### config.mk
export PLATFORM = sky130hd
export DESIGN_NAME = s384_ctrl
export DESIGN_NICKNAME = d
export VERILOG_FILES = /design/src/hw/rtl/s384_pkg.sv /design/src/hw/rtl/s384_ctrl.sv
export SDC_FILE = /design/constraint.sdc
export NUM_CORES = 1
export LEC_CHECK = 0
export BUFFER_PORTS_ARGS = -buffer_cell sky130_fd_sc_hd__buf_2
export CORE_MARGIN = 2
export CORE_UTILIZATION = 25
export CTS_BUF_LIST = sky130_fd_sc_hd__clkbuf_8
export CTS_CLUSTER_DIAMETER = 40
export DETAILED_ROUTE_END_ITERATION = 6
export MAX_ROUTING_LAYER = met4
export PLACE_DENSITY = 0.51
export SLEW_MARGIN = 20
export SYNTH_ARGS = -nofsm -noshare
export SYNTH_HDL_FRONTEND = slang
export SYNTH_SLANG_ARGS = --single-unit
### constraint.sdc
create_clock -name clk -period 3.4 [get_ports clk]
set_input_delay 0.17 -clock clk [delete_from_list [all_inputs] [get_ports clk]]
set_output_delay 0.17 -clock clk [all_outputs]
set_load 0.02 [all_outputs]
### src/hw/rtl/s384_pkg.sv
// Shared types, constants and SHA-384 round functions for the hash engine.
// Used by s384_ctrl, s384_dp and sha384_hash_engine; depends on nothing.
package s384_pkg;

	typedef struct packed {
		logic [63:0] msg_word;
		logic [3:0]  byte_count;
		logic        last;
	} msg_item_t;

	typedef struct packed {
		logic [63:0] digest_word;
		logic [2:0]  word_index;
		logic        last_word;
		logic        digest_invalid;
	} dig_item_t;

	// Source of the 16 schedule words loaded at the start of a compression.
	typedef enum logic [1:0] {
		SRC_BUF  = 2'd0,
		SRC_PAD1 = 2'd1,
		SRC_PAD2 = 2'd2
	} blk_src_t;

	typedef struct packed {
		logic       capture;
		logic       absorb;
		logic       wrap;
		logic       load;
		blk_src_t   src;
		logic       clear;
		logic [2:0] out_idx;
	} dp_cmd_t;

	typedef struct packed {
		logic full;
		logic last;
		logic invalid;
		logic rem_ge112;
		logic comp_done;
	} dp_sts_t;

	localparam int unsigned NumRounds = 80;
	localparam int unsigned DigWords  = 6;
	localparam logic [6:0]  PadLimit  = 7'd112;

	localparam logic [7:0][63:0] InitHash = {
		64'h47B5481DBEFA4FA4, 64'hDB0C2E0D64F98FA7,
		64'h8EB44A8768581511, 64'h67332667FFC00B31,
		64'h152FECD8F70E5939, 64'h9159015A3070DD17,
		64'h629A292A367CD507, 64'hCBBB9D5DC1059ED8
	};

	function automatic logic [63:0] rotr(input logic [63:0] x, input int unsigned n);
		rotr = (x >> n) | (x << (64 - n));
	endfunction

	function automatic logic [63:0] bsig0(input logic [63:0] x);
		bsig0 = rotr(x, 28) ^ rotr(x, 34) ^ rotr(x, 39);
	endfunction

	function automatic logic [63:0] bsig1(input logic [63:0] x);
		bsig1 = rotr(x, 14) ^ rotr(x, 18) ^ rotr(x, 41);
	endfunction

	function automatic logic [63:0] ssig0(input logic [63:0] x);
		ssig0 = rotr(x, 1) ^ rotr(x, 8) ^ (x >> 7);
	endfunction

	function automatic logic [63:0] ssig1(input logic [63:0] x);
		ssig1 = rotr(x, 19) ^ rotr(x, 61) ^ (x >> 6);
	endfunction

	function automatic logic [63:0] round_k(input logic [6:0] t);
		logic [63:0] k;
		case (t)
			7'd0:  k = 64'h428A2F98D728AE22;  7'd1:  k = 64'h7137449123EF65CD;
			7'd2:  k = 64'hB5C0FBCFEC4D3B2F;  7'd3:  k = 64'hE9B5DBA58189DBBC;
			7'd4:  k = 64'h3956C25BF348B538;  7'd5:  k = 64'h59F111F1B605D019;
			7'd6:  k = 64'h923F82A4AF194F9B;  7'd7:  k = 64'hAB1C5ED5DA6D8118;
			7'd8:  k = 64'hD807AA98A3030242;  7'd9:  k = 64'h12835B0145706FBE;
			7'd10: k = 64'h243185BE4EE4B28C;  7'd11: k = 64'h550C7DC3D5FFB4E2;
			7'd12: k = 64'h72BE5D74F27B896F;  7'd13: k = 64'h80DEB1FE3B1696B1;
			7'd14: k = 64'h9BDC06A725C71235;  7'd15: k = 64'hC19BF174CF692694;
			7'd16: k = 64'hE49B69C19EF14AD2;  7'd17: k = 64'hEFBE4786384F25E3;
			7'd18: k = 64'h0FC19DC68B8CD5B5;  7'd19: k = 64'h240CA1CC77AC9C65;
			7'd20: k = 64'h2DE92C6F592B0275;  7'd21: k = 64'h4A7484AA6EA6E483;
			7'd22: k = 64'h5CB0A9DCBD41FBD4;  7'd23: k = 64'h76F988DA831153B5;
			7'd24: k = 64'h983E5152EE66DFAB;  7'd25: k = 64'hA831C66D2DB43210;
			7'd26: k = 64'hB00327C898FB213F;  7'd27: k = 64'hBF597FC7BEEF0EE4;
			7'd28: k = 64'hC6E00BF33DA88FC2;  7'd29: k = 64'hD5A79147930AA725;
			7'd30: k = 64'h06CA6351E003826F;  7'd31: k = 64'h142929670A0E6E70;
			7'd32: k = 64'h27B70A8546D22FFC;  7'd33: k = 64'h2E1B21385C26C926;
			7'd34: k = 64'h4D2C6DFC5AC42AED;  7'd35: k = 64'h53380D139D95B3DF;
			7'd36: k = 64'h650A73548BAF63DE;  7'd37: k = 64'h766A0ABB3C77B2A8;
			7'd38: k = 64'h81C2C92E47EDAEE6;  7'd39: k = 64'h92722C851482353B;
			7'd40: k = 64'hA2BFE8A14CF10364;  7'd41: k = 64'hA81A664BBC423001;
			7'd42: k = 64'hC24B8B70D0F89791;  7'd43: k = 64'hC76C51A30654BE30;
			7'd44: k = 64'hD192E819D6EF5218;  7'd45: k = 64'hD69906245565A910;
			7'd46: k = 64'hF40E35855771202A;  7'd47: k = 64'h106AA07032BBD1B8;
			7'd48: k = 64'h19A4C116B8D2D0C8;  7'd49: k = 64'h1E376C085141AB53;
			7'd50: k = 64'h2748774CDF8EEB99;  7'd51: k = 64'h34B0BCB5E19B48A8;
			7'd52: k = 64'h391C0CB3C5C95A63;  7'd53: k = 64'h4ED8AA4AE3418ACB;
			7'd54: k = 64'h5B9CCA4F7763E373;  7'd55: k = 64'h682E6FF3D6B2B8A3;
			7'd56: k = 64'h748F82EE5DEFB2FC;  7'd57: k = 64'h78A5636F43172F60;
			7'd58: k = 64'h84C87814A1F0AB72;  7'd59: k = 64'h8CC702081A6439EC;
			7'd60: k = 64'h90BEFFFA23631E28;  7'd61: k = 64'hA4506CEBDE82BDE9;
			7'd62: k = 64'hBEF9A3F7B2C67915;  7'd63: k = 64'hC67178F2E372532B;
			7'd64: k = 64'hCA273ECEEA26619C;  7'd65: k = 64'hD186B8C721C0C207;
			7'd66: k = 64'hEADA7DD6CDE0EB1E;  7'd67: k = 64'hF57D4F7FEE6ED178;
			7'd68: k = 64'h06F067AA72176FBA;  7'd69: k = 64'h0A637DC5A2C898A6;
			7'd70: k = 64'h113F9804BEF90DAE;  7'd71: k = 64'h1B710B35131C471B;
			7'd72: k = 64'h28DB77F523047D84;  7'd73: k = 64'h32CAAB7B40C72493;
			7'd74: k = 64'h3C9EBE0A15C9BEBC;  7'd75: k = 64'h431D67C49C100D4C;
			7'd76: k = 64'h4CC5D4BECB3E42B6;  7'd77: k = 64'h597F299CFC657E2A;
			7'd78: k = 64'h5FCB6FAB3AD6FAEC;  7'd79: k = 64'h6C44198C4A475817;
			default: k = 64'h0;
		endcase
		round_k = k;
	endfunction

endpackage

### src/hw/rtl/s384_ctrl.sv
// Sequencer of the SHA-384 engine: absorbs items, starts compressions,
// runs the padding blocks and hands out the digest. Depends on s384_pkg.
module s384_ctrl import s384_pkg::*; (
	input  logic    clk,
	input  logic    arst_n,
	input  logic    msg_valid,
	output logic    msg_stall,
	output logic    dig_valid,
	input  logic    dig_stall,
	input  dp_sts_t sts,
	output dp_cmd_t cmd
);

	typedef enum logic [8:0] {
		S_IDLE = 9'b000000001,
		S_ABS  = 9'b000000010,
		S_WRAP = 9'b000000100,
		S_WBLK = 9'b000001000,
		S_FIN  = 9'b000010000,
		S_WP1  = 9'b000100000,
		S_LP2  = 9'b001000000,
		S_WP2  = 9'b010000000,
		S_OUT  = 9'b100000000
	} state_t;

	state_t     state_q;
	state_t     state_d;
	logic [2:0] idx_q;
	logic       dig_acc;

	assign msg_stall = state_q != S_IDLE;
	assign dig_valid = state_q == S_OUT;
	assign dig_acc = dig_valid && !dig_stall;

	always_comb begin
		state_d = state_q;
		cmd = '0;
		cmd.src = SRC_BUF;
		cmd.out_idx = idx_q;
		unique case (state_q)
			S_IDLE: begin
				cmd.capture = msg_valid;
				if (msg_valid) begin
					state_d = S_ABS;
				end
			end
			S_ABS: begin
				cmd.absorb = 1'b1;
				if (sts.full) begin
					state_d = S_WRAP;
				end else if (sts.last) begin
					state_d = S_FIN;
				end else begin
					state_d = S_IDLE;
				end
			end
			S_WRAP: begin
				cmd.wrap = 1'b1;
				cmd.load = 1'b1;
				state_d = S_WBLK;
			end
			S_WBLK: begin
				if (sts.comp_done) begin
					state_d = sts.last ? S_FIN : S_IDLE;
				end
			end
			S_FIN: begin
				if (sts.invalid) begin
					state_d = S_OUT;
				end else begin
					cmd.load = 1'b1;
					cmd.src = SRC_PAD1;
					state_d = S_WP1;
				end
			end
			S_WP1: begin
				if (sts.comp_done) begin
					state_d = sts.rem_ge112 ? S_LP2 : S_OUT;
				end
			end
			S_LP2: begin
				cmd.load = 1'b1;
				cmd.src = SRC_PAD2;
				state_d = S_WP2;
			end
			S_WP2: begin
				if (sts.comp_done) begin
					state_d = S_OUT;
				end
			end
			S_OUT: begin
				if (dig_acc && idx_q == 3'(DigWords - 1)) begin
					cmd.clear = 1'b1;
					state_d = S_IDLE;
				end
			end
			default: state_d = S_IDLE;
		endcase
	end

	always_ff @(posedge clk or negedge arst_n) begin
		if (!arst_n) begin
			state_q <= S_IDLE;
			idx_q <= '0;
		end else begin
			state_q <= state_d;
			if (dig_acc) begin
				idx_q <= (idx_q == 3'(DigWords - 1)) ? 3'd0 : idx_q + 3'd1;
			end
		end
	end

endmodule

After elaboration in Yosys (flattened, before gate mapping)
Index checks and enable logic that the tools add are counted.
{"block": "word_totals", "reg_bits": 12, "mem_bits_ro": 0, "ram_bits": 0, "memories": 0, "wordCells": 43, "latchBits": 0}
{"block": "classes", "magnitude_cmp": 0, "div_mod_pow": 0, "n_addsub": 1, "shifts": 0, "muxes": 19, "reduce_logical": 5, "n_mul": 0, "n_bitwise": 0, "eq_ne": 16}
{"op": "$pmux 9 s9", "count": 1}
{"op": "$mux 9", "count": 8}
{"op": "$eq 9x1->1 const B", "count": 1}
{"op": "$eq 9x2->1 const B", "count": 1}
{"op": "$eq 9x3->1 const B", "count": 1}
{"op": "$eq 9x4->1 const B", "count": 1}
{"op": "$eq 9x5->1 const B", "count": 1}
{"op": "$eq 9x6->1 const B", "count": 1}
{"op": "$eq 9x7->1 const B", "count": 1}
{"op": "$eq 9x8->1 const B", "count": 1}
{"op": "$eq 9x9->1 const B", "count": 1}
{"op": "$ne 9x1->1 const B", "count": 1}
{"op": "$ne 2x2->1 const B", "count": 4}
{"op": "$mux 3", "count": 2}
{"op": "$mux 1", "count": 5}
{"op": "$mux 5", "count": 1}
{"op": "$reduce_and 5->1", "count": 1}
{"op": "$pmux 2 s2", "count": 1}
{"op": "$add 3x1->3 const B", "count": 1}
{"op": "$eq 3x3->1 const B", "count": 1}
{"op": "$logic_and 1x1->1", "count": 2}
{"op": "$ne 2x1->1 const B", "count": 1}
{"op": "$pmux 1 s2", "count": 1}
{"op": "$reduce_or 2->1", "count": 1}
{"op": "$logic_not 1->1", "count": 1}

Logic depth before layout (Yosys ltp)
Gate-level depths: netlist (run 1).
{"block": "depth", "depth_word": 5, "mapped_depth": 6}

Least setup slack after synthesis (run 1)
No wires, ideal clock.
{"block": "synth_path", "path_kind": "reg-to-output", "start": "reg state_q[2]", "end": "out cmd[6] (netlist bit)", "path_buffers": 1, "t_arrival_ns": 2.258, "t_required_ns": 3.230, "slack_ns": 0.972, "path_stages_with_launch": 6, "cell_sequence": "dfrtp_1 clkbuf_1 nor3_1 nand3_1 nor4b_1 a311o_1"}
{"item": "from (decl)", "line_no": "s384_ctrl.sv:26", "source": "state_t state_q;"}
{"item": "from (signal assigned)", "line_no": "s384_ctrl.sv:106", "source": "state_q <= state_d;"}
{"item": "to (decl)", "line_no": "s384_ctrl.sv:11", "source": "output dp_cmd_t cmd"}

==> results of run 1 <==
[metal layers]
layer	vias up	track usage, %	routed length, um
li1	374	-	-
met1	357	14.1	907
met2	27	16.7	937
met3	4	2.88	108
met4	0	3.33	21
met5	-	-	0
[cells in the final DEF, fill, tap and decap left out, drive strengths merged, types with 2 or more instances in the layout]
cell	instances
buf	20
dfrtp	11
nor2	8
inv	5
nor4	5
nor3b	4
o21ai	4
clkbuf	4
or3	4
nand2b	4
nand2	4
nand3	3
nor4b	3
a21o	3
xor2	3
nor3	2
and2	2
nand3b	2
a211oi	2
mux2	2
[area by class of cell]
| class | count | area share [%] |
|---|---|---|
| clock buffer | 4 | 5.27 |
| multi-input combinational | 69 | 48.0 |
| inverter | 5 | 1.80 |
| tap | 46 | 5.51 |
| timing repair buffer | 21 | 10.5 |
| sequential | 12 | 28.9 |
[state kept, by name, indices dropped and copies added (netlist names)]
register and cells:
idx_q 3, state_q 9
[kinds of logic (layout without fill, tap and decap cells)]
| kind of cell | Yosys count | count (layout) | share of synthesized area [%] |
|---|---|---|---|
| AOI/OAI and AO/OA | 17 | 17 | 14.7 |
| xor gates and xnor gates | 4 | 4 | 4.07 |
| buffers and inverters | 11 | 30 | 6.69 |
| DFF | 12 | 12 | 35.0 |
| muxes | 2 | 2 | 3.05 |
| and+or+nand+nor | 46 | 46 | 36.5 |
[through the flow]
stage,hold slack [ps],power [mW]
after floorplan,-126,0.453
after global placement,77.9,0.527
after detailed placement,71.3,0.525
after CTS,146,0.689
after global routing,139,0.731
final,149,0.682
[final timing paths]
path | startpoint | end | depth (start not counted)
worst max-delay path | state_q[2]$_DFFE_PN0P_ | cmd[6] | 5
worst min-delay path | sts[4] | state_q[2]$_DFFE_PN0P_ | 2
worst max register to register | state_q[7]$_DFFE_PN0P_ | idx_q[2]$_DFFE_PN0N_ | 4
worst min register to register | idx_q[0]$_DFFE_PN0N_ | idx_q[0]$_DFFE_PN0N_ | 1
max in group asynchronous | arst_n | state_q[0]$_DFFE_PN1P_ | 2
min in group asynchronous | arst_n | state_q[5]$_DFFE_PN0P_ | 2
[cell usage after synthesis (2+ instances only)]
| master | n | area, um2 |
|---|---|---|
| sky130_fd_sc_hd__nor2_1 | 8 | 30.0 |
| sky130_fd_sc_hd__a21o_1 | 3 | 22.5 |
| sky130_fd_sc_hd__a211oi_1 | 2 | 15.0 |
| sky130_fd_sc_hd__o21ai_0 | 4 | 20.0 |
| sky130_fd_sc_hd__nand3b_1 | 2 | 15.0 |
| sky130_fd_sc_hd__inv_1 | 5 | 18.8 |
| sky130_fd_sc_hd__nor3_1 | 2 | 10.0 |
| sky130_fd_sc_hd__nand2_1 | 3 | 11.3 |
| sky130_fd_sc_hd__dfrtp_1 | 11 | 275 |
| sky130_fd_sc_hd__clkbuf_1 | 3 | 11.3 |
| sky130_fd_sc_hd__or3_1 | 3 | 18.8 |
| sky130_fd_sc_hd__nor3b_1 | 4 | 30.0 |
| sky130_fd_sc_hd__nand2b_1 | 3 | 18.8 |
| sky130_fd_sc_hd__and2_1 | 2 | 12.5 |
| sky130_fd_sc_hd__nor4b_1 | 3 | 26.3 |
| sky130_fd_sc_hd__xor2_1 | 3 | 26.3 |
| sky130_fd_sc_hd__nand3_1 | 3 | 15.0 |
| sky130_fd_sc_hd__nor4_1 | 3 | 18.8 |
| sky130_fd_sc_hd__buf_6 | 2 | 22.5 |
[critical path, delay by kind of cell, from the launching register on]
family	cells	cell delay, ps
AO/OA/AOI/OAI	1	200
flip-flops	1	470
AND/OR/NAND/NOR	3	1090
buffers and inverters	1	160
[repair_timing]
| item | in CTS | in global routing |
|---|---|---|
| resized for setup | 0 | 0 |
| hold endpoints to repair | 11 | 0 |
| endpoints found under the setup margin | 0 | 0 |
| hold buffers | 1 | 0 |
[where the power goes]
part	switching, mW	internal [mW]
registers	0.0438	0.174
clock network	0.0572	0.102
logic	0.171	0.134
==> out/metrics.json, run 1 <==
{
  "outcome": {"value": "finished clean"},
  "power_density": {"value": 653, "unit": "nW/um2"},
  "fin_ws": {"value": 1070, "unit": "ps"},
  "setup_viol": {"value": 0},
  "nFillCells": {"value": 380},
  "crit_type": {"value": "reg2out"},
  "cts-buffers-inserted": {"value": 3},
  "timing.critical_path.slowest_cell_delay": {"value": 510, "unit": "ps"},
  "setup_repair_after_global_routing_missed_its_margin": {"value": "no"},
  "slowest_stage": {"value": "sky130_fd_sc_hd__nor4b_1"},
  "final_min_period_over_clock_period": {"value": 68.4, "unit": "%"},
  "drt-total-wl": {"value": 1970, "unit": "um"},
  "dpl.cell_count": {"value": 152},
  "detailed_placement_hpwl": {"value": 1540, "unit": "um"},
  "die_w": {"value": 62.7, "unit": "um"},
  "cts_tree": {"value": "done"},
  "place_area": {"value": 980, "unit": "um2"},
  "numPortBuffers": {"value": 20},
  "synth.ff_latch_count": {"value": 12},
  "synth-warning-count": {"value": 0},
  "max_cap_violations": {"value": 0},
  "min_period": {"value": 2330, "unit": "ps"},
  "critical_path.max_fanout": {"value": 8},
  "power.static_leakage": {"value": 0.529, "unit": "nW"},
  "numClockSinks": {"value": 12},
  "grt-ovfl-total": {"value": 0},
  "drt_pass1_iterations": {"value": 4},
  "drt_iter0_markers": {"value": 28},
  "fmax": {"value": 430, "unit": "MHz"},
  "non_filler_cells_in_the_finished_layout": {"value": 157},
  "synthCells": {"value": 92},
  "vdd.ir_drop.worst": {"value": 248, "unit": "uV"},
  "worstSetupStartpointType": {"value": "flip-flop"},
  "clk_path_buf_depth": {"value": 2},
  "antenna_left": {"value": 0},
  "sequential_cell_area": {"value": 302, "unit": "um2"},
  "detailedPlace.worstSlack": {"value": 1320, "unit": "ps"},
  "antenna_found_initial": {"value": 0},
  "cts_setup_buffers": {"value": 0},
  "number_of_remaining_drc_errors": {"value": 0},
  "worst_ep_arrival_time": {"value": 2160, "unit": "ps"},
  "avgSynthCellArea": {"value": 9.36, "unit": "um2"},
  "asyncSetResetFlopFracSynth": {"value": 100, "unit": "%"},
  "worst_pin_slew": {"value": 549, "unit": "ps"},
  "nets": {"value": 121},
  "rrSetupSlack": {"value": 1380, "unit": "ps"},
  "htree_levels": {"value": 1},
  "core.rowCount": {"value": 21},
  "drive_gt1_share": {"value": 29.7, "unit": "%"},
  "initial_core_utilization": {"value": 26.0, "unit": "%"},
  "synth.cell_area": {"value": 861, "unit": "um2"},
  "gr-usage-all-layers": {"value": 10.9, "unit": "%"},
  "area_grow_syn2layout": {"value": 21.4, "unit": "%"},
  "vias": {"value": 762},
  "synthesis.nets": {"value": 101},
  "yosys_most_used_dff": {"value": "sky130_fd_sc_hd__dfrtp_1"},
  "first_global_vias": {"value": 687},
  "floorplan.core_area": {"value": 3310, "unit": "um2"},
  "worstPathRequired": {"value": 3230, "unit": "ps"},
  "clkTransAtPathRegs": {"value": 60, "unit": "ps"},
  "worst_skew_pair.late_latency": {"value": 240, "unit": "ps"},
  "die-area": {"value": 3930, "unit": "um2"},
  "endpoint_kind": {"value": "output pin"},
  "grt_start_max_net_pins": {"value": 13},
  "holdCritPathClass": {"value": "in2reg"},
  "die_height": {"value": 62.7, "unit": "um"},
  "worst_clk_skew": {"value": 0.515, "unit": "ps"},
  "stdcell_area": {"value": 1040, "unit": "um2"},
  "ctsRootBufferMaster": {"value": "sky130_fd_sc_hd__clkbuf_8"},
  "fin_setup_tns": {"value": 0, "unit": "ps"},
  "n_antenna_cell": {"value": 0},
  "synth_enable_flop_cells": {"value": 0},
  "grt_pass1_wl": {"value": 3300, "unit": "um"},
  "seq_area_frac_synth": {"value": 35.0, "unit": "%"},
  "cp_cell_sequence": {"value": "nor3_1 -> nand3_1 -> nor4b_1 -> a311o_1 -> buf_2"},
  "finalWeightedCongestion": {"value": 0.853},
  "synth.lib_cells_used.distinct": {"value": 42},
  "top_level_ports": {"value": 21},
  "relSlewSlack": {"value": 62.9, "unit": "%"},
  "post_drt_wl_per_cell": {"value": 12.6, "unit": "um"},
  "area_of_the_multi_input_gates": {"value": 502, "unit": "um2"},
  "finalMaxSlewViolations": {"value": 0},
  "utilization": {"value": 31.6, "unit": "%"},
  "viasPerCell": {"value": 4.85},
  "final-hold-violation-count": {"value": 0}
}
Power figures use the tool's default switching activity.
==> run 2, diff against run 1 <==
--- a/config.mk
+++ b/config.mk
@@ -12,7 +12,7 @@
 export CTS_CLUSTER_DIAMETER = 40
 export DETAILED_ROUTE_END_ITERATION = 6
 export MAX_ROUTING_LAYER = met4
-export PLACE_DENSITY = 0.51
+export PLACE_DENSITY = 0.53
 export SLEW_MARGIN = 20
 export SYNTH_ARGS = -nofsm -noshare
 export SYNTH_HDL_FRONTEND = slang
==> constraint.sdc (replaced) <==
create_clock -name clk -period 1.93 [get_ports clk]
set_input_delay 0.0965 -clock clk [delete_from_list [all_inputs] [get_ports clk]]
set_output_delay 0.0965 -clock clk [all_outputs]
set_load 0.02 [all_outputs]
==> out/metrics.json, run 2 (synthesis gave the netlist of run 1 again) <==
{
  "fin_ws": {"value": -20.8, "unit": "ps", "change": "-1100 ps"},
  "detailedPlace.worstSlack": {"value": 83.6, "unit": "ps", "change": "-1240 ps"},
  "first_global_vias": {"value": 750, "change": "+9.2%"},
  "die_height": {"value": 62.7, "unit": "um", "change": "unchanged"},
  "power_density": {"value": 1130, "unit": "nW/um2", "change": "+74%"},
  "power.share.clock": {"value": 20.6, "unit": "%", "change": "-2.8 points"},
  "detailed_placement_hpwl": {"value": 1690, "unit": "um", "change": "+9.9%"},
  "non_filler_cells_in_the_finished_layout": {"value": 164, "change": "+4.5%"},
  "drt_pass1_iterations": {"value": 4, "change": "unchanged"},
  "crit_type": {"value": "reg2out"},
  "p_sw": {"value": 534, "unit": "uW", "change": "+96%"},
  "regs_by_ff_count": {"value": "state_q: 9 flops, idx_q: 3 flops"},
  "global_routing_usage_on_met2": {"value": 17.5, "unit": "%", "change": "+0.81 points"},
  "finalWeightedCongestion": {"value": 0.749, "change": "-12%"},
  "endpoint_kind": {"value": "output pin"},
  "outcome": {"value": "complete, but fails checks"},
  "gr-usage-all-layers": {"value": 11.6, "unit": "%", "change": "+0.76 points"},
  "most_frequent_cells_in_the_layout": {"value": "sky130_fd_sc_hd__buf_2 (18), sky130_fd_sc_hd__dfrtp_1 (11), sky130_fd_sc_hd__buf_4 (8)"},
  "core.rowCount": {"value": 21, "change": "unchanged"},
  "numClockSinks": {"value": 12, "change": "unchanged"},
  "holdCritPathClass": {"value": "in2reg"},
  "drt-total-wl": {"value": 2210, "unit": "um", "change": "+12%"},
  "min_period": {"value": 1950, "unit": "ps"},
  "top_level_ports": {"value": 21, "change": "unchanged"},
  "dpl.cell_count": {"value": 159, "change": "+4.6%"},
  "sw_frac_of_total": {"value": 39.9, "unit": "%", "change": "+0.040 points"},
  "top_usage_layer": {"value": "met2"},
  "post_drt_wl_per_cell": {"value": 13.5, "unit": "um", "change": "+7.4%"},
  "ctsRootBufferMaster": {"value": "sky130_fd_sc_hd__clkbuf_8"},
  "worstPathRequired": {"value": 1830, "unit": "ps", "change": "-1400 ps"},
  "layout.cells.most_common": {"value": "sky130_fd_sc_hd__buf_2"},
  "nFillCells": {"value": 356, "change": "-6.3%"},
  "number_of_remaining_drc_errors": {"value": 0, "change": "unchanged"},
  "drt_iter0_markers": {"value": 19, "change": "-32%"},
  "cell_internal_power_dissipation": {"value": 803, "unit": "uW", "change": "+96%"},
  "grt_pass1_wl": {"value": 3490, "unit": "um", "change": "+5.9%"},
  "rrSetupSlack": {"value": 70, "unit": "ps", "change": "-1310 ps"},
  "grt.met3_usage": {"value": 1.80, "unit": "%", "change": "-1.1 points"},
  "cts-buffers-inserted": {"value": 3, "change": "unchanged"},
  "fin_setup_tns": {"value": -20.8, "unit": "ps", "change": "-20.8 ps"},
  "vdd.ir_drop.worst": {"value": 702, "unit": "uV", "change": "+180%"},
  "worst_pin_slew": {"value": 409, "unit": "ps", "change": "-140 ps"},
  "vias": {"value": 799, "change": "+4.9%"},
  "setup_repair_after_global_routing_missed_its_margin": {"value": "yes"},
  "nets": {"value": 128, "change": "+5.8%"},
  "grt_start_max_net_pins": {"value": 13, "change": "unchanged"},
  "max_reg_flops": {"value": 9, "change": "unchanged"},
  "n_antenna_cell": {"value": 0, "change": "unchanged"},
  "sequentialPowerShare": {"value": 28.9, "unit": "%", "change": "-3.0 points"},
  "use_met1": {"value": 15.5, "unit": "%", "change": "+1.5 points"},
  "initial_core_utilization": {"value": 26.0, "unit": "%", "change": "unchanged"},
  "grt-ovfl-total": {"value": 0, "change": "unchanged"},
  "fmax": {"value": 513, "unit": "MHz"},
  "max_flop_register": {"value": "state_q"},
  "antenna_found_initial": {"value": 0, "change": "unchanged"},
  "setup_viol": {"value": 1, "change": "+1"},
  "power.share.combinational": {"value": 50.5, "unit": "%", "change": "+5.8 points"},
  "final_min_period_over_clock_period": {"value": 101, "unit": "%"},
  "viasPerCell": {"value": 4.87, "change": "+0.38%"},
  "die-area": {"value": 3930, "unit": "um2", "change": "unchanged"},
  "max_cap_violations": {"value": 0, "change": "unchanged"},
  "cts_tree": {"value": "done"},
  "hold-worst-slack": {"value": 75.2, "unit": "ps", "change": "-73.6 ps"},
  "worst_clk_skew": {"value": 2.78, "unit": "ps", "change": "+2.26 ps"},
  "worst_skew_pair.late_latency": {"value": 240, "unit": "ps", "change": "about the same"},
  "failing_checks": {"value": "setup timing"},
  "cts_setup_buffers": {"value": 0, "change": "unchanged"},
  "worstSetupStartpointType": {"value": "flip-flop"},
  "finalMaxSlewViolations": {"value": 0, "change": "unchanged"},
  "floorplan.core_area": {"value": 3310, "unit": "um2", "change": "unchanged"},
  "worst_ep_arrival_time": {"value": 1850, "unit": "ps", "change": "-310 ps"},
  "critical_path.max_fanout": {"value": 6, "change": "-2"},
  "antenna_left": {"value": 0, "change": "unchanged"},
  "final-hold-violation-count": {"value": 0, "change": "unchanged"},
  "clk_path_buf_depth": {"value": 2, "change": "unchanged"},
  "relSlewSlack": {"value": 72.3, "unit": "%", "change": "+9.5 points"},
  "die_w": {"value": 62.7, "unit": "um", "change": "unchanged"},
  "htree_levels": {"value": 1, "change": "unchanged"},
  "drive_gt1_share": {"value": 41.5, "unit": "%", "change": "+12 points"},
  "clkTransAtPathRegs": {"value": 50, "unit": "ps", "change": "about the same"},
  "area_grow_syn2layout": {"value": 37.1, "unit": "%"},
  "numPortBuffers": {"value": 20, "change": "unchanged"},
  "power.static_leakage": {"value": 0.584, "unit": "nW", "change": "+10%"}
}
==> run 2: cell types whose count changed in the layout (fill, tap and decap cells not counted), moves of 2 or more <==
cell and delta:
sky130_fd_sc_hd__nor3_2 +2, sky130_fd_sc_hd__nor2_1 -2, sky130_fd_sc_hd__nor3_1 -2, sky130_fd_sc_hd__buf_2 -2, sky130_fd_sc_hd__nor4_4 +2, sky130_fd_sc_hd__nor2_2 +2, sky130_fd_sc_hd__buf_4 +8
==> run 2: final timing paths <==
kind	start	end	cells past startpoint
hold reg to reg	idx_q[0]$_DFFE_PN0N_	idx_q[0]$_DFFE_PN0N_	1
min in group asynchronous	arst_n	state_q[1]$_DFFE_PN0P_	2
setup reg to reg	state_q[5]$_DFFE_PN0P_	idx_q[1]$_DFFE_PN0N_	4
setup / recovery	state_q[5]$_DFFE_PN0P_	cmd[8]	4
max in group asynchronous	arst_n	state_q[0]$_DFFE_PN1P_	2
hold / removal	sts[4]	state_q[2]$_DFFE_PN0P_	2
==> run 2: critical path: stages, from the launching register on <==
cell                      delay [ps]
sky130_fd_sc_hd__dfrtp_1         370
sky130_fd_sc_hd__or4_4           610
sky130_fd_sc_hd__nor4_4          220
sky130_fd_sc_hd__nor3b_4         260
sky130_fd_sc_hd__buf_6           140
==> run 2: power groups by stage <==
stage	Sequential, mW	Combinational [mW]	Clock [mW]
6_report	0.386	0.676	0.275
5_1_grt	0.396	0.736	0.305
3_5_place_dp	0.376	0.625	0
2_1_floorplan	0.377	0.453	0
4_1_cts	0.378	0.664	0.288
3_3_place_gp	0.374	0.620	0
==> run 2: metal layers <==
metal	part of all wire (%)	up-vias	wire [um]
li1	-	390	-
met1	49	389	1090
met2	46	15	1030
met3	2.8	5	62
met4	1.8	0	39
met5	0	-	0
==> run 2: area by class of cell <==
| class | instances | area [um2] | area share (%) |
|---|---|---|---|
| multi-input combinational | 69 | 576 | 48.8 |
| timing repair buffer | 28 | 171 | 14.5 |
| tap | 46 | 57.6 | 4.88 |
| inverter | 5 | 18.8 | 1.59 |
| sequential | 12 | 302 | 25.6 |
| clock buffer | 4 | 55.1 | 4.67 |
==> run 2: repair_timing <==
item | in CTS | in global routing
hold buffers | 1 | 0
gates cloned | 0 | 0
endpoints found under the hold margin | 12 | 0
endpoints found under the setup margin | 4 | 6
gates resized for setup | 5 | 5
==> run 2: stage by stage <==
stage	cell area [um2]	power (mW)	util, %
final	1180	1.34	35.6
after global routing	1180	1.44	35.6
after CTS	1150	1.33	34.8
after detailed placement	1060	1.00	32.2
after global placement	1060	0.994	32.2
after floorplan	896	0.830	-
==> run 3, diff against run 2 <==
--- a/config.mk
+++ b/config.mk
@@ -13,6 +13,7 @@
 export DETAILED_ROUTE_END_ITERATION = 6
 export MAX_ROUTING_LAYER = met4
 export PLACE_DENSITY = 0.53
+export RECOVER_POWER = 100
 export SLEW_MARGIN = 20
 export SYNTH_ARGS = -nofsm -noshare
 export SYNTH_HDL_FRONTEND = slang
==> out/metrics.json, run 3 (synthesis gave the netlist of run 1 again) <==
{
  "final_min_period_over_clock_period": {"value": 101, "unit": "%", "change": "-0.16 points"},
  "drive_gt1_share": {"value": 38.1, "unit": "%", "change": "-3.4 points"},
  "die-area": {"value": 3930, "unit": "um2", "change": "unchanged"},
  "fin_ws": {"value": -17.8, "unit": "ps", "change": "+3.04 ps"},
  "worst_skew_pair.late_latency": {"value": 240, "unit": "ps", "change": "about the same"},
  "relSlewSlack": {"value": 55.4, "unit": "%", "change": "-17 points"},
  "drt-total-wl": {"value": 2200, "unit": "um", "change": "-0.54%"},
  "ctsRootBufferMaster": {"value": "sky130_fd_sc_hd__clkbuf_8"},
  "viasPerCell": {"value": 4.80, "change": "-1.4%"},
  "vdd.ir_drop.worst": {"value": 687, "unit": "uV", "change": "-2.2%"},
  "clkTransAtPathRegs": {"value": 50, "unit": "ps", "change": "about the same"},
  "cts_setup_buffers": {"value": 0, "change": "unchanged"},
  "max_flop_register": {"value": "state_q"},
  "top_level_ports": {"value": 21, "change": "unchanged"},
  "critical-path-top-delay-family": {"value": "simple AND/OR/NAND/NOR gates"},
  "finalWeightedCongestion": {"value": 0.749, "change": "unchanged"},
  "power.static_leakage": {"value": 0.570, "unit": "nW", "change": "-2.4%"},
  "rr_endpoint": {"value": "idx_q[1]$_DFFE_PN0N_"},
  "timing.critical_path.slowest_cell_delay": {"value": 610, "unit": "ps", "change": "about the same"},
  "crit_start": {"value": "state_q[5]$_DFFE_PN0P_"},
  "floorplan.core_area": {"value": 3310, "unit": "um2", "change": "unchanged"},
  "crit_type": {"value": "reg2out"},
  "core.rowCount": {"value": 21, "change": "unchanged"},
  "drt_iter0_markers": {"value": 25, "change": "+6"},
  "sequential_cell_area": {"value": 302, "unit": "um2", "change": "unchanged"},
  "grt_pass1_wl": {"value": 3490, "unit": "um", "change": "unchanged"},
  "nets": {"value": 128, "change": "unchanged"},
  "max_cap_violations": {"value": 0, "change": "unchanged"},
  "htree_levels": {"value": 1, "change": "unchanged"},
  "grt-ovfl-total": {"value": 0, "change": "unchanged"},
  "r2r.worst_path.cells": {"value": 4, "change": "unchanged"},
  "die_height": {"value": 62.7, "unit": "um", "change": "unchanged"},
  "utilization": {"value": 35.5, "unit": "%", "change": "-0.15 points"},
  "drt_pass1_iterations": {"value": 4, "change": "unchanged"},
  "cp_cell_sequence": {"value": "or4_4 -> nor4_4 -> nor3b_4 -> buf_6"},
  "worstPathRequired": {"value": 1830, "unit": "ps", "change": "about the same"},
  "finalMaxSlewViolations": {"value": 0, "change": "unchanged"},
  "antenna_left": {"value": 0, "change": "unchanged"},
  "failing_checks": {"value": "setup timing"},
  "fmax": {"value": 513, "unit": "MHz", "change": "+0.16%"},
  "antenna_found_initial": {"value": 0, "change": "unchanged"},
  "worst_pin_slew": {"value": 670, "unit": "ps", "change": "+260 ps"},
  "area_of_the_multi_input_gates": {"value": 576, "unit": "um2", "change": "unchanged"},
  "cts-buffers-inserted": {"value": 3, "change": "unchanged"},
  "numClockSinks": {"value": 12, "change": "unchanged"},
  "post_drt_wl_per_cell": {"value": 13.4, "unit": "um", "change": "-0.54%"},
  "regs_by_ff_count": {"value": "state_q: 9 flops, idx_q: 3 flops"},
  "most_frequent_cells_in_the_layout": {"value": "sky130_fd_sc_hd__buf_2 (14), sky130_fd_sc_hd__dfrtp_1 (11), sky130_fd_sc_hd__buf_4 (8)"},
  "cts_tree": {"value": "done"},
  "worst_clk_skew": {"value": 3.40, "unit": "ps", "change": "+0.627 ps"},
  "detailed_placement_hpwl": {"value": 1690, "unit": "um", "change": "unchanged"},
  "vias": {"value": 788, "change": "-1.4%"},
  "n_antenna_cell": {"value": 0, "change": "unchanged"},
  "place_area": {"value": 1060, "unit": "um2", "change": "unchanged"},
  "min_period": {"value": 1950, "unit": "ps", "change": "-3.04 ps"},
  "slowest_stage": {"value": "sky130_fd_sc_hd__or4_4"},
  "number_of_cells_on_the_critical_path": {"value": 4, "change": "unchanged"},
  "final-hold-violation-count": {"value": 0, "change": "unchanged"},
  "area_grow_syn2layout": {"value": 36.5, "unit": "%"},
  "cp.buffers_inverters": {"value": 1, "change": "unchanged"},
  "worstSetupStartpointType": {"value": "flip-flop"},
  "max_reg_flops": {"value": 9, "change": "unchanged"},
  "holdCritPathClass": {"value": "in2reg"},
  "initial_core_utilization": {"value": 26.0, "unit": "%", "change": "unchanged"},
  "setup_repair_after_global_routing_missed_its_margin": {"value": "yes"},
  "clk_path_buf_depth": {"value": 2, "change": "unchanged"},
  "nFillCells": {"value": 360, "change": "+1.1%"},
  "numPortBuffers": {"value": 20, "change": "unchanged"},
  "setup_viol": {"value": 1, "change": "unchanged"},
  "setup.worst_path.end": {"value": "cmd[8]"},
  "r2r-start": {"value": "state_q[5]$_DFFE_PN0P_"},
  "stdcell_area": {"value": 1170, "unit": "um2", "change": "-0.42%"},
  "rrSetupSlack": {"value": 70, "unit": "ps", "change": "about the same"},
  "outcome": {"value": "complete, but fails checks"},
  "grt_start_max_net_pins": {"value": 13, "change": "unchanged"},
  "die_w": {"value": 62.7, "unit": "um", "change": "unchanged"},
  "first_global_vias": {"value": 750, "change": "unchanged"},
  "endpoint_kind": {"value": "output pin"},
  "number_of_remaining_drc_errors": {"value": 0, "change": "unchanged"},
  "worst_ep_arrival_time": {"value": 1850, "unit": "ps", "change": "about the same"},
  "power_density": {"value": 1130, "unit": "nW/um2", "change": "about the same"},
  "critical_path.max_fanout": {"value": 6, "change": "unchanged"},
  "layout.cells.most_common": {"value": "sky130_fd_sc_hd__buf_2"},
  "gr-usage-all-layers": {"value": 11.6, "unit": "%", "change": "unchanged"}
}
[run 3: cell types whose count changed in the layout (fill, tap and decap cells not counted), sizes merged]
cell,before,now
buf,27,23
clkbuf,4,8
[run 3: metal layers]
metal  vias up  wire, um  share of wire [%]  global-route usage [%]
met5         -         0                  0                       -
met4         0        39                1.8                    5.00
met3         5        59                2.7                    1.80
met2        15      1020                 46                    17.5
met1       378      1080                 49                    15.5
li1        390         -                  -                       -
[run 3: per-stage QoR]
step	setup WS (ps)	hold WS (ps)	power (mW)	cells	TNS (ps)
after floorplan	0.526	-199	0.830	92	0
after global placement	98.8	-7.33	0.994	159	0
after detailed placement	83.6	-2.02	1.00	159	0
after CTS	-33.0	75.4	1.33	164	-87.0
after global routing	-109	69.9	1.43	164	-260
final	-17.8	74.7	1.33	164	-17.8
[run 3: what timing repair did]
item,4_1_cts,5_1_grt
hold buffers,1,0
endpoints found under the hold margin,12,0
gates resized for setup,5,5
endpoints found under the setup margin,4,6
[run 3: worst min-delay path by stage]
stage / startpoint / endpoint / slack, ps / cells past startpoint
after floorplan: arst_n / idx_q[0]$_DFFE_PN0N_ / -200 / 0
after global placement: arst_n / state_q[1]$_DFFE_PN0P_ / -7 / 1
after detailed placement: arst_n / state_q[1]$_DFFE_PN0P_ / -2 / 1
after CTS: sts[4] / state_q[2]$_DFFE_PN0P_ / 80 / 2
after global routing: sts[4] / state_q[2]$_DFFE_PN0P_ / 70 / 2
final: sts[4] / state_q[2]$_DFFE_PN0P_ / 70 / 2
[run 3: final cells by class]
class	count	share of cell area [%]
clock buffers	4	4.69
flip-flops and latches	12	25.7
repair buffers	28	14.2
well taps	46	4.90
multi-input cells	69	49.0
inverters	5	1.60
[run 3: worst register-to-register path: stages, from the launching register on]
cell	delay [ps]
sky130_fd_sc_hd__dfrtp_1	370
sky130_fd_sc_hd__or4_4	610
sky130_fd_sc_hd__nor4_4	350
sky130_fd_sc_hd__nand2_2	110
sky130_fd_sc_hd__mux2_4	300
[run 3: where the power goes]
| part | leakage [nW] | internal [mW] | switching (mW) | total (mW) |
|---|---|---|---|---|
| Combinational | 0.381 | 0.311 | 0.358 | 0.670 |
| Clock | 0.0288 | 0.180 | 0.0950 | 0.275 |
| Sequential | 0.161 | 0.307 | 0.0796 | 0.387 |
| Total | 0.570 | 0.799 | 0.533 | 1.33 |
